**config.mk**
```make
export PLATFORM = sky130hd
export DESIGN_NAME = cfpm_queue
export DESIGN_NICKNAME = d
export VERILOG_FILES = /design/src/cfpm_pkg.sv /design/src/cfpm_queue.sv
export SDC_FILE = /design/constraint.sdc
export NUM_CORES = 1
export LEC_CHECK = 0
export BUFFER_PORTS_ARGS = -buffer_cell sky130_fd_sc_hd__buf_2
export CAP_MARGIN = 10
export CORE_MARGIN = 3
export CORE_UTILIZATION = 46
export CTS_CLUSTER_SIZE = 20
export DETAILED_ROUTE_END_ITERATION = 10
export HOLD_SLACK_MARGIN = 0.03
export PLACE_DENSITY = 0.74
export REMOVE_ABC_BUFFERS = 1
export SLEW_MARGIN = 20
export SYNTH_ARGS = -nofsm -noshare
export SYNTH_HDL_FRONTEND = slang
export SYNTH_SLANG_ARGS = --single-unit
```
**constraint.sdc**
```tcl
create_clock -name clk -period 1.8 [get_ports clk]
set_input_delay 0.09 -clock clk [delete_from_list [all_inputs] [get_ports clk]]
set_output_delay 0.09 -clock clk [all_outputs]
set_load 0.02 [all_outputs]
```
**src/cfpm_pkg.sv**
```systemverilog
`default_nettype none
package cfpm_pkg;

  localparam int CODE_CAPACITY = 65536;
  localparam int NEST_DEPTH    = 1024;

  localparam int BYTE_W   = 8;
  localparam int CMD_W    = 4;
  localparam int POS_W    = 16;
  localparam int STATUS_W = 3;
  localparam int COUNT_W  = $clog2(CODE_CAPACITY) + 1;
  localparam int FILL_W   = $clog2(NEST_DEPTH) + 1;
  localparam int STACK_AW = $clog2(NEST_DEPTH);
  localparam int OUT_W    = 48;

  localparam logic [BYTE_W-1:0] CHAR_HASH    = 8'h23;
  localparam logic [BYTE_W-1:0] CHAR_NEWLINE = 8'h0a;

  localparam logic [CMD_W-1:0] CMD_PLUS  = 4'd0;
  localparam logic [CMD_W-1:0] CMD_MINUS = 4'd1;
  localparam logic [CMD_W-1:0] CMD_LT    = 4'd2;
  localparam logic [CMD_W-1:0] CMD_GT    = 4'd3;
  localparam logic [CMD_W-1:0] CMD_DOT   = 4'd4;
  localparam logic [CMD_W-1:0] CMD_COMMA = 4'd5;
  localparam logic [CMD_W-1:0] CMD_LSQ   = 4'd6;
  localparam logic [CMD_W-1:0] CMD_RSQ   = 4'd7;
  localparam logic [CMD_W-1:0] CMD_LPAR  = 4'd8;
  localparam logic [CMD_W-1:0] CMD_RPAR  = 4'd9;
  localparam logic [CMD_W-1:0] CMD_SLASH = 4'd10;
  localparam logic [CMD_W-1:0] CMD_STAR  = 4'd11;

  typedef enum logic [STATUS_W-1:0] {
    ST_OK         = 3'd0,
    ST_TOO_DEEP   = 3'd1,
    ST_NO_OPENER  = 3'd2,
    ST_WRONG_KIND = 3'd3,
    ST_UNCLOSED   = 3'd4,
    ST_TOO_LONG   = 3'd5
  } status_t;

  typedef struct packed {
    logic             last;
    logic             too_long;
    logic [POS_W-1:0] pos;
    logic [CMD_W-1:0] cmd;
    logic             kept;
  } item_t;

  typedef struct packed {
    logic [POS_W-1:0] pos;
    logic             kind;
  } stack_entry_t;

  typedef struct packed {
    logic             hit;
    logic [CMD_W-1:0] cmd;
  } lookup_t;

  function automatic lookup_t cmd_lookup(input logic [BYTE_W-1:0] b);
    lookup_t r;
    r.hit = 1'b1;
    case (b)
      8'h2b: r.cmd = CMD_PLUS;
      8'h2d: r.cmd = CMD_MINUS;
      8'h3c: r.cmd = CMD_LT;
      8'h3e: r.cmd = CMD_GT;
      8'h2e: r.cmd = CMD_DOT;
      8'h2c: r.cmd = CMD_COMMA;
      8'h5b: r.cmd = CMD_LSQ;
      8'h5d: r.cmd = CMD_RSQ;
      8'h28: r.cmd = CMD_LPAR;
      8'h29: r.cmd = CMD_RPAR;
      8'h2f: r.cmd = CMD_SLASH;
      8'h2a: r.cmd = CMD_STAR;
      default: begin
        r.hit = 1'b0;
        r.cmd = CMD_PLUS;
      end
    endcase
    return r;
  endfunction

endpackage
`default_nettype wire

```
**src/cfpm_queue.sv**
```systemverilog
`default_nettype none
module cfpm_queue (
  input  wire logic      clk,
  input  wire logic      rst,
  input  wire logic      push,
  input  wire cfpm_pkg::item_t push_item,
  output logic           not_full,
  input  wire logic      pop,
  output logic           head_valid,
  output cfpm_pkg::item_t head
);
  import cfpm_pkg::*;

  item_t      slot [2];
  logic       wr_ptr;
  logic       rd_ptr;
  logic [1:0] fill;

  assign not_full   = (fill != 2'd2);
  assign head_valid = (fill != 2'd0);
  assign head       = slot[rd_ptr];

  always_ff @(posedge clk) begin
    if (push) begin
      slot[wr_ptr] <= push_item;
    end
  end

  always_ff @(posedge clk) begin
    if (rst) begin
      wr_ptr <= 1'b0;
      rd_ptr <= 1'b0;
      fill   <= 2'd0;
    end else begin
      if (push) begin
        wr_ptr <= !wr_ptr;
      end
      if (pop) begin
        rd_ptr <= !rd_ptr;
      end
      fill <= fill + 2'(push) - 2'(pop);
    end
  end

endmodule
`default_nettype wire

```
==> reports/qor.json <==
{
  "critPathRequiredTime_ps": 1710,
  "drt-vias-per-instance": 4.74,
  "grt_first_pass_wirelength_um": 5220,
  "reg_clk_slew_reported_paths_ps": 80,
  "num-nets-final": 207,
  "postCtsSetupBuffers": 0,
  "combPwrFrac_pct": 17.7,
  "count_of_flip_flops_with_a_built_in_enable_after_synthesis": 46,
  "total_power_uw": 2450,
  "crit-reg2reg-launch": "fill[0]",
  "run_status": "complete, no violations",
  "hp-class": "in2reg",
  "worst-r2r-cell-count": 6,
  "initial_utilization_pct": 49.5,
  "p_leak_uw": 0.000993,
  "worst-setup-path-type": "reg2out",
  "setup_viols_final": 0,
  "synth-seq-cells": 51,
  "routed-via-count": 1076,
  "cts_buffer_depth": 2,
  "critical_path.slowest_cell": "sky130_fd_sc_hd__mux2_2",
  "number_of_buffers_inserted_during_clock_tree_synthesis": 5,
  "setup_repair_after_global_routing_missed_its_margin": "no",
  "seq_power_share_pct": 57.3,
  "cts_num_sinks": 51,
  "antenna_viol_nets_final": 0,
  "hold_viol": 0,
  "grt.overflow.total": 0,
  "synth.cell_area_um2": 1880,
  "max_slew.worst_pin.slew_ps": 337,
  "drive_gt1_share_pct": 49.7,
  "timing.critical_path.slowest_cell_delay_ps": 370,
  "synth_unique_cells": 13,
  "n_antenna_cell": 0,
  "post_synth_inst_count": 92,
  "htree_levels": 2,
  "grt.total_usage_pct": 13.9,
  "holdPathEnd": "wr_ptr",
  "post_drt_wl_per_cell_um": 13.6,
  "synth-async-reset-ratio_pct": 0,
  "hold_path_start": "push",
  "max-vdd-ir-drop_v": 0.000776,
  "maxClockFrequency_ghz": 0.681,
  "tritoncts": "built",
  "area.growth.synth_to_final_pct": 35.6,
  "drt_wl_total_um": 3100,
  "die_area_um2": 4890,
  "clock-root-buffer": "sky130_fd_sc_hd__clkbuf_8",
  "timing.critical_path.fanout_max": 14,
  "placed_area_um2": 2220,
  "clock_power_share_pct": 24.9,
  "power.net_switching_uw": 587,
  "die_width_um": 69.9,
  "fin_area_um2": 2550,
  "cts-resized-gates": 0,
  "postCtsHoldBufs": 24,
  "placement.io_buffers": 51,
  "synth_sequential_area_ratio_pct": 78.8,
  "core-area_um2": 3800,
  "cap_viol_max_count": 0,
  "path_buf_inv": 2,
  "die_height_um": 69.9,
  "grt_start_max_net_pins": 17,
  "antenna_found_initial": 0,
  "holdPathStages": 3,
  "first_global_vias": 1142,
  "io-pin-count": 52,
  "path_delay_family": "buffers and inverters",
  "relSlewSlack_pct": 77.5,
  "finalSetupTns_ps": 0,
  "finalHoldWorstSlack_ps": 94.8,
  "utilization_pct": 67.1,
  "finalClockSkew_ps": 5.44,
  "remaining_drc_errors": 0,
  "rows": 22,
  "number_of_pins_exceeding_their_max_slew_limit_in_the_final_report": 0,
  "power.density_cell_area_nw_per_um2": 959,
  "finalWeightedCongestion": 0.788,
  "critical_path.startpoint_type": "flip-flop",
  "finalWorstPathRequiredPeriod_ps": 1470,
  "synth.avg_cell_area_um2": 20.4,
  "clkLatencyLatePin_ps": 290,
  "drtPass1Iterations": 4,
  "crit_chain": "buf_4 > mux2_2 > buf_2",
  "initialDrtViolationCount": 61,
  "power.internal_uw": 1860,
  "sw_frac_of_total_pct": 24.0,
  "cp.arrival_ps": 1380,
  "detailedPlacementHpwl_um": 2150,
  "ys_dominant_reg_cell": "sky130_fd_sc_hd__edfxtp_1",
  "regToRegSetupSlack_ps": 390,
  "critPathCaptureType": "output port",
  "layout_worst_path_cycle_share_pct": 81.6,
  "synth_warnings": 0,
  "ff_to_ff_end": "fill[1]"
}
## registers in the layout, indices dropped and copies added (netlist names), named ones only
| signal | flops |
|---|---|
| slot | 46 |
| fill | 2 |
| rd_ptr | 1 |
| wr_ptr | 1 |
## metal layers
| layer | vias up | GRT usage [%] | wire (um) |
|---|---|---|---|
| met4 | 0 | 3.19 | 28 |
| met2 | 36 | 24.9 | 1610 |
| li1 | 518 | - | - |
| met1 | 517 | 15.5 | 1210 |
| met3 | 5 | 5.76 | 245 |
| met5 | - | 0 | 0 |
## area by class of cell
class | count | area (um^2)
multi-input combinational | 37 | 370
timing repair buffer | 81 | 541
tap | 48 | 60.1
clock buffer | 5 | 68.8
sequential | 51 | 1480
inverter | 2 | 7.51
fill | 270 | 1250
clock inverter | 3 | 20.0
## worst max path at each step
stage | start | endpoint | slack [ps] | depth (start not counted)
CTS | flip-flop | head[3] | 310 | 3
floorplan | wr_ptr | slot[0][0] | 20 | 1
global placement | fill[0] | fill[1] | 500 | 6
finish | flip-flop | head[3] | 330 | 3
global route | flip-flop | head[3] | 240 | 3
detailed placement | fill[0] | fill[1] | 400 | 6
## power by group through the flow
stage                     Sequential [uW]  Clock [uW]  Combinational (uW)
after floorplan                      1440           0                 238
after global placement               1420           0                 387
after detailed placement             1430           0                 399
after CTS                            1400         637                 441
after global routing                 1410         690                 474
final                                1400         610                 434
## worst reg2reg max path, stage by stage (launching register included)
cell,delay (ps)
sky130_fd_sc_hd__dfxtp_1,330
sky130_fd_sc_hd__inv_1,60
sky130_fd_sc_hd__ha_1,280
sky130_fd_sc_hd__inv_1,70
sky130_fd_sc_hd__ha_1,150
sky130_fd_sc_hd__xnor3_1,370
sky130_fd_sc_hd__nor2_1,90
## metrics by stage
stage | setup WS (ps) | instances
2_1_floorplan | 22.4 | 90
3_3_place_gp | 504 | 195
3_5_place_dp | 396 | 195
4_1_cts | 309 | 227
5_1_grt | 238 | 227
6_report | 331 | 227
## layout by cell type (no fill, tap or decap)
cell type / netlist / routed
sky130_fd_sc_hd__buf_4: 0 / 6
sky130_fd_sc_hd__xnor3_1: 1 / 1
sky130_fd_sc_hd__nand2_1: 1 / 1
sky130_fd_sc_hd__and2_1: 1 / 1
sky130_fd_sc_hd__ha_1: 2 / 2
sky130_fd_sc_hd__xnor2_1: 2 / 2
sky130_fd_sc_hd__or2_2: 1 / 1
sky130_fd_sc_hd__inv_1: 2 / 2
sky130_fd_sc_hd__clkbuf_8: 0 / 5
sky130_fd_sc_hd__nor2_1: 4 / 4
sky130_fd_sc_hd__buf_2: 0 / 51
sky130_fd_sc_hd__clkinvlp_4: 0 / 1
sky130_fd_sc_hd__nor2b_1: 2 / 1
sky130_fd_sc_hd__mux2_2: 23 / 23
sky130_fd_sc_hd__dlygate4sd3_1: 0 / 24
sky130_fd_sc_hd__dfxtp_1: 5 / 5
sky130_fd_sc_hd__edfxtp_1: 46 / 46
sky130_fd_sc_hd__clkinv_4: 0 / 1
sky130_fd_sc_hd__nor2b_2: 0 / 1
sky130_fd_sc_hd__clkinv_1: 0 / 1
## cell usage after synthesis (2+ instances only)
library cell	number	area share (%)
sky130_fd_sc_hd__edfxtp_1	46	74
sky130_fd_sc_hd__mux2_2	23	14
sky130_fd_sc_hd__dfxtp_1	5	5.3
sky130_fd_sc_hd__nor2_1	4	0.80
sky130_fd_sc_hd__buf_6	2	1.2
sky130_fd_sc_hd__ha_1	2	1.3
sky130_fd_sc_hd__inv_1	2	0.40
sky130_fd_sc_hd__nor2b_1	2	0.67
sky130_fd_sc_hd__xnor2_1	2	0.93
## logic make-up after synthesis
family        after synthesis  synth area share, %
flops                      51                 78.8
simple gates                9                 2.33
xor+xnor                    3                 2.13
mux                        23                 13.8
buf+inv                     4                 1.60
fa+ha+maj                   2                 1.33
No activity file was read; power rests on OpenSTA's default activity.
