--- config.mk ---
export PLATFORM = sky130hd
export DESIGN_NAME = cfpm_front
export DESIGN_NICKNAME = d
export VERILOG_FILES = /design/src/cfpm_pkg.sv /design/src/cfpm_front.sv
export SDC_FILE = /design/constraint.sdc
export NUM_CORES = 1
export LEC_CHECK = 0
export BUFFER_PORTS_ARGS = -buffer_cell sky130_fd_sc_hd__buf_2
export CORE_ASPECT_RATIO = 0.5
export CORE_UTILIZATION = 42
export DETAILED_ROUTE_END_ITERATION = 10
export PLACE_DENSITY_LB_ADDON = 0.12
export SYNTH_ARGS = -nofsm -noshare
export SYNTH_HDL_FRONTEND = slang
export SYNTH_SLANG_ARGS = --single-unit
--- constraint.sdc ---
create_clock -name clk -period 2.7 [get_ports clk]
set_input_delay 0.27 -clock clk [delete_from_list [all_inputs] [get_ports clk]]
set_output_delay 0.27 -clock clk [all_outputs]
set_load 0.05 [all_outputs]
--- src/cfpm_pkg.sv ---
`default_nettype none
package cfpm_pkg;

  localparam int CODE_CAPACITY = 65536;
  localparam int NEST_DEPTH    = 1024;

  localparam int BYTE_W   = 8;
  localparam int CMD_W    = 4;
  localparam int POS_W    = 16;
  localparam int STATUS_W = 3;
  localparam int COUNT_W  = $clog2(CODE_CAPACITY) + 1;
  localparam int FILL_W   = $clog2(NEST_DEPTH) + 1;
  localparam int STACK_AW = $clog2(NEST_DEPTH);
  localparam int OUT_W    = 48;

  localparam logic [BYTE_W-1:0] CHAR_HASH    = 8'h23;
  localparam logic [BYTE_W-1:0] CHAR_NEWLINE = 8'h0a;

  localparam logic [CMD_W-1:0] CMD_PLUS  = 4'd0;
  localparam logic [CMD_W-1:0] CMD_MINUS = 4'd1;
  localparam logic [CMD_W-1:0] CMD_LT    = 4'd2;
  localparam logic [CMD_W-1:0] CMD_GT    = 4'd3;
  localparam logic [CMD_W-1:0] CMD_DOT   = 4'd4;
  localparam logic [CMD_W-1:0] CMD_COMMA = 4'd5;
  localparam logic [CMD_W-1:0] CMD_LSQ   = 4'd6;
  localparam logic [CMD_W-1:0] CMD_RSQ   = 4'd7;
  localparam logic [CMD_W-1:0] CMD_LPAR  = 4'd8;
  localparam logic [CMD_W-1:0] CMD_RPAR  = 4'd9;
  localparam logic [CMD_W-1:0] CMD_SLASH = 4'd10;
  localparam logic [CMD_W-1:0] CMD_STAR  = 4'd11;

  typedef enum logic [STATUS_W-1:0] {
    ST_OK         = 3'd0,
    ST_TOO_DEEP   = 3'd1,
    ST_NO_OPENER  = 3'd2,
    ST_WRONG_KIND = 3'd3,
    ST_UNCLOSED   = 3'd4,
    ST_TOO_LONG   = 3'd5
  } status_t;

  typedef struct packed {
    logic             last;
    logic             too_long;
    logic [POS_W-1:0] pos;
    logic [CMD_W-1:0] cmd;
    logic             kept;
  } item_t;

  typedef struct packed {
    logic [POS_W-1:0] pos;
    logic             kind;
  } stack_entry_t;

  typedef struct packed {
    logic             hit;
    logic [CMD_W-1:0] cmd;
  } lookup_t;

  function automatic lookup_t cmd_lookup(input logic [BYTE_W-1:0] b);
    lookup_t r;
    r.hit = 1'b1;
    case (b)
      8'h2b: r.cmd = CMD_PLUS;
      8'h2d: r.cmd = CMD_MINUS;
      8'h3c: r.cmd = CMD_LT;
      8'h3e: r.cmd = CMD_GT;
      8'h2e: r.cmd = CMD_DOT;
      8'h2c: r.cmd = CMD_COMMA;
      8'h5b: r.cmd = CMD_LSQ;
      8'h5d: r.cmd = CMD_RSQ;
      8'h28: r.cmd = CMD_LPAR;
      8'h29: r.cmd = CMD_RPAR;
      8'h2f: r.cmd = CMD_SLASH;
      8'h2a: r.cmd = CMD_STAR;
      default: begin
        r.hit = 1'b0;
        r.cmd = CMD_PLUS;
      end
    endcase
    return r;
  endfunction

endpackage
`default_nettype wire

--- src/cfpm_front.sv ---
`default_nettype none
module cfpm_front (
  input  wire logic                        clk,
  input  wire logic                        rst,
  input  wire logic                        accept,
  input  wire logic [cfpm_pkg::BYTE_W-1:0] code_byte,
  input  wire logic                        last,
  output cfpm_pkg::item_t                  item
);
  import cfpm_pkg::*;

  logic               comment_on;
  logic               comment_on_next;
  logic [COUNT_W-1:0] count;
  logic [COUNT_W-1:0] count_next;
  lookup_t            lk;
  logic               too_long;

  always_comb begin
    lk       = cmd_lookup(code_byte);
    too_long = (count >= COUNT_W'(CODE_CAPACITY));

    item.kept     = !comment_on && (code_byte != CHAR_HASH) && lk.hit;
    item.cmd      = item.kept ? lk.cmd : CMD_PLUS;
    item.pos      = item.kept ? count[POS_W-1:0] : '0;
    item.too_long = too_long;
    item.last     = last;

    comment_on_next = comment_on;
    count_next      = count;
    if (last) begin
      comment_on_next = 1'b0;
      count_next      = '0;
    end else begin
      if (comment_on) begin
        if (code_byte == CHAR_NEWLINE) begin
          comment_on_next = 1'b0;
        end
      end else if (code_byte == CHAR_HASH) begin
        comment_on_next = 1'b1;
      end
      if (item.kept && !too_long) begin
        count_next = count + COUNT_W'(1);
      end
    end
  end

  always_ff @(posedge clk) begin
    if (rst) begin
      comment_on <= 1'b0;
      count      <= '0;
    end else if (accept) begin
      comment_on <= comment_on_next;
      count      <= count_next;
    end
  end

endmodule
`default_nettype wire

==> results_dict.tcl, run 1 <==
set metrics [dict create \
    fp-row-count 14 \
    tns_ps 0 \
    setup_repair_after_global_routing_missed_its_margin "no" \
    synth_async_sr_flop_share_pct 0 \
    irDropWorstVdd_mv 0.211 \
    setup_ws_ps 345 \
    area_growth_pct 14.9 \
    synth_sequential_area_ratio_pct 25.2 \
    crit_path_start_kind "register" \
    wl_per_cell_um 14.7 \
    number_of_fillers_in_the_final_layout 325 \
    post_cts_resize_count 0 \
    die_height_um 43.2 \
    synth-simple-area-share_pct 40.0 \
    cts_max_path_buffers 2 \
    insertion_delay_ps 260 \
    gp_congestion 0.847 \
    drt_first_pass_iters 7 \
    cts.htree.levels 1 \
    wl_met2_um 1650 \
    synth_enable_flop_cells 0 \
    route.top_layer_used "met4" \
    synth_compound_area_share_pct 23.2 \
    timing.critical_path.slowest_cell_delay_ps 450 \
    num_io_pins 35 \
    synth.top_cells.by_count "20 x sky130_fd_sc_hd__nand2_1, 18 x sky130_fd_sc_hd__dfxtp_1, 15 x sky130_fd_sc_hd__and2_1, 15 x sky130_fd_sc_hd__nor2_1" \
    total_detailed_routing_wirelength_um 3890 \
    clk_transition_reported_paths_ps 70 \
    crit_path_top_delay_cell "sky130_fd_sc_hd__o41a_1" \
    global_route.usage.total_pct 21.7 \
    skew_ps 1.49 \
    floorplan.core_area_um2 3120 \
    ff_latch_area_um2 360 \
    yosys-top-cells-area "sky130_fd_sc_hd__dfxtp_1 25%, sky130_fd_sc_hd__and2_1 6.6%, sky130_fd_sc_hd__nand2_1 5.3%" \
    tightestPinTransition_ps 661 \
    synth.ff_latch_count 18 \
    power.static_leakage_nw 0.612 \
    mappedNetlistNets 216 \
    post-cts-setup-buffer-count 0 \
    worst-endpoint-arrival_ps 2080 \
    timing.final.max_slew_violations 0 \
    first_global_vias 1310 \
    finalCritPeriodShare_pct 87.2 \
    max-cap-violations 0 \
    drtIter0Drc 71 \
    initial_core_util_pct 45.8 \
    fmax_mhz 425 \
    vias 1584 \
    synth_xor_xnor_area_share_pct 1.23 \
    synth_top_cell_by_area "sky130_fd_sc_hd__dfxtp_1" \
    multi_input_area_um2 956 \
    syn_inst 202 \
    synth_top_area_share_pct 25.2 \
    viasPerCell 5.98 \
    net_count_final 241 \
    synth-main-ff-cell "sky130_fd_sc_hd__dfxtp_1" \
    worst_slew_margin_rel_pct 55.7 \
    yosysMostFrequentCell "sky130_fd_sc_hd__nand2_1" \
    path_class_of_the_lowest_slack_min_delay_path "in2reg" \
    worstSetupPathType "reg2out" \
    antenna_violating_nets_post_route 0 \
    stdcell_area_um2 1640 \
    place_ws_ps 383 \
    synth-adder-area-share_pct 1.75 \
    cp_cell_sequence "nand2b_1 -> o41a_1 -> inv_2 -> buf_4 -> and2_1 -> buf_2" \
    cts_inserted_buffers 3 \
    dieArea_um2 3650 \
    antenna-diode-count 0 \
    setup_viol_count_final 0 \
    cts.sink_count 18 \
    synth_top_family_by_area "simple AND/OR/NAND/NOR gates" \
    cp_data_required_time_ps 2430 \
    cts_root_buffer "sky130_fd_sc_hd__clkbuf_8" \
    synth-warning-count 0 \
    wl_met3_um 415 \
    yosysUniqueCellTypes 48 \
    pwr_density_cell_nw_per_um2 329 \
    grt_pass1_wl_um 6220 \
    run_status "complete, but fails checks" \
    drt_drc_violations_left 8 \
    antenna_found_initial 0 \
    setup.reg_to_reg.worst_slack_ps 590 \
    muxShareOfSynthArea_pct 0.701 \
    cts_hold_buffers 0 \
    globalRoute.totalOverflow 0 \
    post_synth.cell_area_avg_um2 7.07 \
    tritoncts "yes" \
    grt_max_degree 21 \
    place_hpwl_um 2730 \
    wl_met1_um 1790 \
    synth_area_um2 1430 \
    buffer_ports.inserted 34 \
    drive_gt1_share_pct 21.8 \
    fp.dieW_um 84.5 \
    minimum_clock_period_after_layout_ps 2350 \
    failed_checks "design-rule violations" \
    totalPowerFinal_mw 0.540 \
    path_max_fanout 20 \
    cp-end-kind "primary output" \
    final_hold_viol_count 0 \
    dpl_cell_area_um2 1600 \
]
==> per-stage QoR <==
step	hold slack, ps	cells	util (%)
after CTS	364	265	52.6
final	354	265	52.6
after global placement	479	262	51.3
after detailed placement	494	262	51.3
after floorplan	462	202	-
after global routing	380	265	52.6
==> area by class of cell <==
class | instances | share of cell area, %
Multi-Input combinational cell | 157 | 58.2
Inverter | 9 | 2.06
Clock buffer | 3 | 2.52
Timing Repair Buffer | 38 | 12.2
Tap cell | 40 | 3.05
Sequential cell | 18 | 22.0
==> cells in the final DEF (no fill, tap or decap), drive strengths merged, types with 3 or more instances in the layout <==
| cell type | count |
|---|---|
| o211ai | 5 |
| buf | 38 |
| nor3 | 6 |
| nor2 | 15 |
| dfxtp | 18 |
| nor2b | 3 |
| and2 | 15 |
| nand4 | 3 |
| a41oi | 3 |
| nor4 | 4 |
| a31oi | 10 |
| inv | 9 |
| nand2 | 21 |
| o21ai | 12 |
| clkbuf | 3 |
| or4 | 6 |
| a21oi | 13 |
| nand3 | 9 |
| and3 | 3 |
==> final timing paths <==
check / from / end / depth (start not counted)
setup / recovery: comment_on / item[9] / 6
hold / removal: code_byte[3] / comment_on / 4
hold reg to reg: count[5] / count[5] / 2
setup reg to reg: comment_on / count[7] / 6
==> power by group <==
group          internal (mW)  total (mW)  switching [mW]
Combinational         0.0253      0.0812          0.0560
Clock                 0.0994       0.194          0.0943
Sequential             0.265       0.266        0.000155
Total                  0.390       0.540           0.150
==> routing by layer <==
| layer | vias up | global-route usage [%] |
|---|---|---|
| met2 | 79 | 34.3 |
| met5 | - | 0 |
| met4 | 0 | 4.41 |
| met3 | 6 | 5.25 |
| li1 | 784 | - |
| met1 | 715 | 30.2 |
==> registers in the layout, summed over array words and instances, names as in the netlist <==
name / flops
comment_on: 1
count: 17
==> cell families after synthesis <==
group           count (synthesis)
flops                          18
compound gates                 52
simple gates                  100
fa+ha+maj                       2
mux                             1
buf+inv                        27
xor+xnor                        2
==> worst max-delay path: cells and delay by family (launching register included) <==
family,cells,cell delay (ps)
buffers and inverters,3,740
AO/OA/AOI/OAI,1,450
flip-flops,1,340
AND/OR/NAND/NOR,2,300
Note: power is estimated with default switching activity, not from simulation.
==> run 2, diff against run 1 <==
- ABC_AREA: not set -> 1
==> results_dict.tcl, run 2 <==
set metrics [dict create \
    run_status "finished, final reports clean" \
    cp-end-kind "primary output" \
    critical_path_buffers_and_inverters 3 \
    irDropWorstVdd_mv 0.147 \
    multi_input_area_um2 1050 \
    timing.final.max_slew_violations 0 \
    drt_first_pass_iters 4 \
    path_class_of_the_lowest_slack_min_delay_path "in2reg" \
    place_hpwl_um 3060 \
    power.static_leakage_nw 0.821 \
    setup_viol_count_final 0 \
    pwr_density_cell_nw_per_um2 342 \
    ff_latch_area_um2 360 \
    max-cap-violations 0 \
    drtIter0Drc 59 \
    synth_area_um2 1660 \
    antenna_violating_nets_post_route 0 \
    fp-row-count 15 \
    drt_drc_violations_left 0 \
    cts_max_path_buffers 2 \
    cts.sink_count 18 \
    setup_ws_ps 572 \
    crit_path_top_delay_cell "sky130_fd_sc_hd__buf_2" \
    path_max_fanout 20 \
    synth_enable_flop_cells 0 \
    synth_sequential_area_ratio_pct 21.7 \
    synth.ff_latch_count 18 \
    synth-warning-count 0 \
    synth_top_cell_by_area "sky130_fd_sc_hd__dfxtp_1" \
    minimum_clock_period_after_layout_ps 2130 \
    mostFrequentLayoutCell "sky130_fd_sc_hd__nand2_1" \
    worst-endpoint-arrival_ps 1860 \
    number_of_fillers_in_the_final_layout 413 \
    finalCritPeriodShare_pct 78.8 \
    timing.critical_path.slowest_cell_delay_ps 280 \
    buffer_ports.inserted 34 \
    drive_gt1_share_pct 24.2 \
    max_ffs_per_register 17 \
    worst_slew_margin_rel_pct 63.4 \
    worstSetupPathType "in2out" \
    post-cts-setup-buffer-count 0 \
    dieArea_um2 4230 \
    synth_top_area_share_pct 21.7 \
    insertion_delay_ps 260 \
    globalRoute.totalOverflow 0 \
    biggestRegsByFlops "count: 17 flops, comment_on: 1 flops" \
    instances_no_fill 353 \
    antenna-diode-count 0 \
    yosysUniqueCellTypes 29 \
    commonest_non_fill_non_tap_cells_in_the_layout "57 x sky130_fd_sc_hd__nand2_1, 55 x sky130_fd_sc_hd__nor2_1, 35 x sky130_fd_sc_hd__inv_1, 34 x sky130_fd_sc_hd__buf_2, 22 x sky130_fd_sc_hd__nand3_1" \
    synth.top_cells.by_count "57 x sky130_fd_sc_hd__nand2_1, 55 x sky130_fd_sc_hd__nor2_1, 35 x sky130_fd_sc_hd__inv_1" \
    post_cts_resize_count 0 \
    largest_register "count" \
    cts.htree.levels 1 \
    antenna_found_initial 0 \
    setup_repair_after_global_routing_missed_its_margin "no" \
    yosysMostFrequentCell "sky130_fd_sc_hd__nand2_1" \
    grt_max_degree 27 \
    synth-main-ff-cell "sky130_fd_sc_hd__dfxtp_1" \
    global_route.usage.total_pct 20.0 \
    tightestPinTransition_ps 548 \
    grt_pass1_wl_um 6650 \
    num_io_pins 35 \
    clk_transition_reported_paths_ps 80 \
    crit_path_start_kind "primary input" \
    tritoncts "yes" \
    initial_core_util_pct 46.1 \
    viasPerCell 4.91 \
    dpl.cell_count 349 \
    skew_ps 5.84 \
    synth_async_sr_flop_share_pct 0 \
    fp.dieW_um 91.0 \
    die_height_um 46.5 \
    hold_ws_ps 303 \
    cts_hold_buffers 0 \
    total_detailed_routing_wirelength_um 4050 \
    mappedNetlistNets 291 \
    post_synth.cell_area_avg_um2 6.00 \
    first_global_vias 1498 \
    cp_cell_sequence "buf_2 -> nor2_2 -> nand2_1 -> a21oi_2 -> nor2_2 -> a21oi_2 -> inv_2 -> a31oi_1 -> buf_2" \
    dpl_cell_area_um2 1800 \
    place_ws_ps 611 \
    syn_inst 277 \
    wl_per_cell_um 11.5 \
    cts_root_buffer "sky130_fd_sc_hd__clkbuf_8" \
    gp_congestion 0.860 \
    cell_family_contributing_the_most_delay_on_the_critical_path "compound AO/OA/AOI/OAI gates" \
    cp_data_required_time_ps 2430 \
    stdcell_area_um2 1850 \
    net_count_final 317 \
    area_growth_pct 11.4 \
    floorplan.core_area_um2 3600 \
    vias 1734 \
    cts_inserted_buffers 3 \
    tns_ps 0 \
    fmax_mhz 470 \
    yosys-top-cells-area "sky130_fd_sc_hd__dfxtp_1 22%, sky130_fd_sc_hd__nand2_1 13%, sky130_fd_sc_hd__nor2_1 12%" \
    final_hold_viol_count 0 \
]
## run 2: cell count changes after synthesis, sizes merged, moves of 4 or more
cell	delta
or4	-6
nand2	+42
clkbuf	-10
nor4	-4
a21oi	+10
a31oi	-7
nor2	+46
and2	-15
nand3	+21
inv	+30
buf	+5
o211ai	-5
## run 2: path summary, 6_finish.rpt
kind,from,to,slack (ps),cells after the start
worst max register to register,count[1],count[10],930,11
worst max-delay path,code_byte[7],item[1],570,9
worst min register to register,comment_on,comment_on,500,2
worst min-delay path,rst,count[10],300,2
## run 2: routing by layer
metal / global-route usage (%) / vias to the layer above / share of wire, %
li1: - / 926 / -
met4: 3.81 / 0 / 0.57
met3: 3.63 / 4 / 5.6
met5: 0 / - / 0
met1: 25.4 / 759 / 50
met2: 36.7 / 45 / 44
## run 2: kinds of logic after synthesis
family	Yosys count	synth area share, %
fa+ha+maj	2	1.51
flops	18	21.7
compound gates	38	14.0
buf+inv	52	14.8
xor+xnor	2	1.05
simple gates	165	46.9
## run 2: area by class of cell
class / instances / share of cell area, %
Multi-Input combinational cell: 207 / 57.0
Clock buffer: 4 / 2.97
Timing Repair Buffer: 34 / 9.20
Inverter: 39 / 7.91
Sequential cell: 18 / 19.5
Tap cell: 51 / 3.45
## run 2: metrics by stage
step                      power (mW)  util [%]
after detailed placement       0.409      49.8
after global placement         0.408      49.8
after floorplan                0.391         -
after global routing           0.664      51.4
after CTS                      0.639      51.4
final                          0.634      51.4
## run 2: report_power, final
part	total [mW]	internal, mW	leakage [nW]	switching (mW)
Sequential	0.285	0.274	0.147	0.0105
Combinational	0.118	0.0337	0.646	0.0846
Clock	0.231	0.130	0.0288	0.101
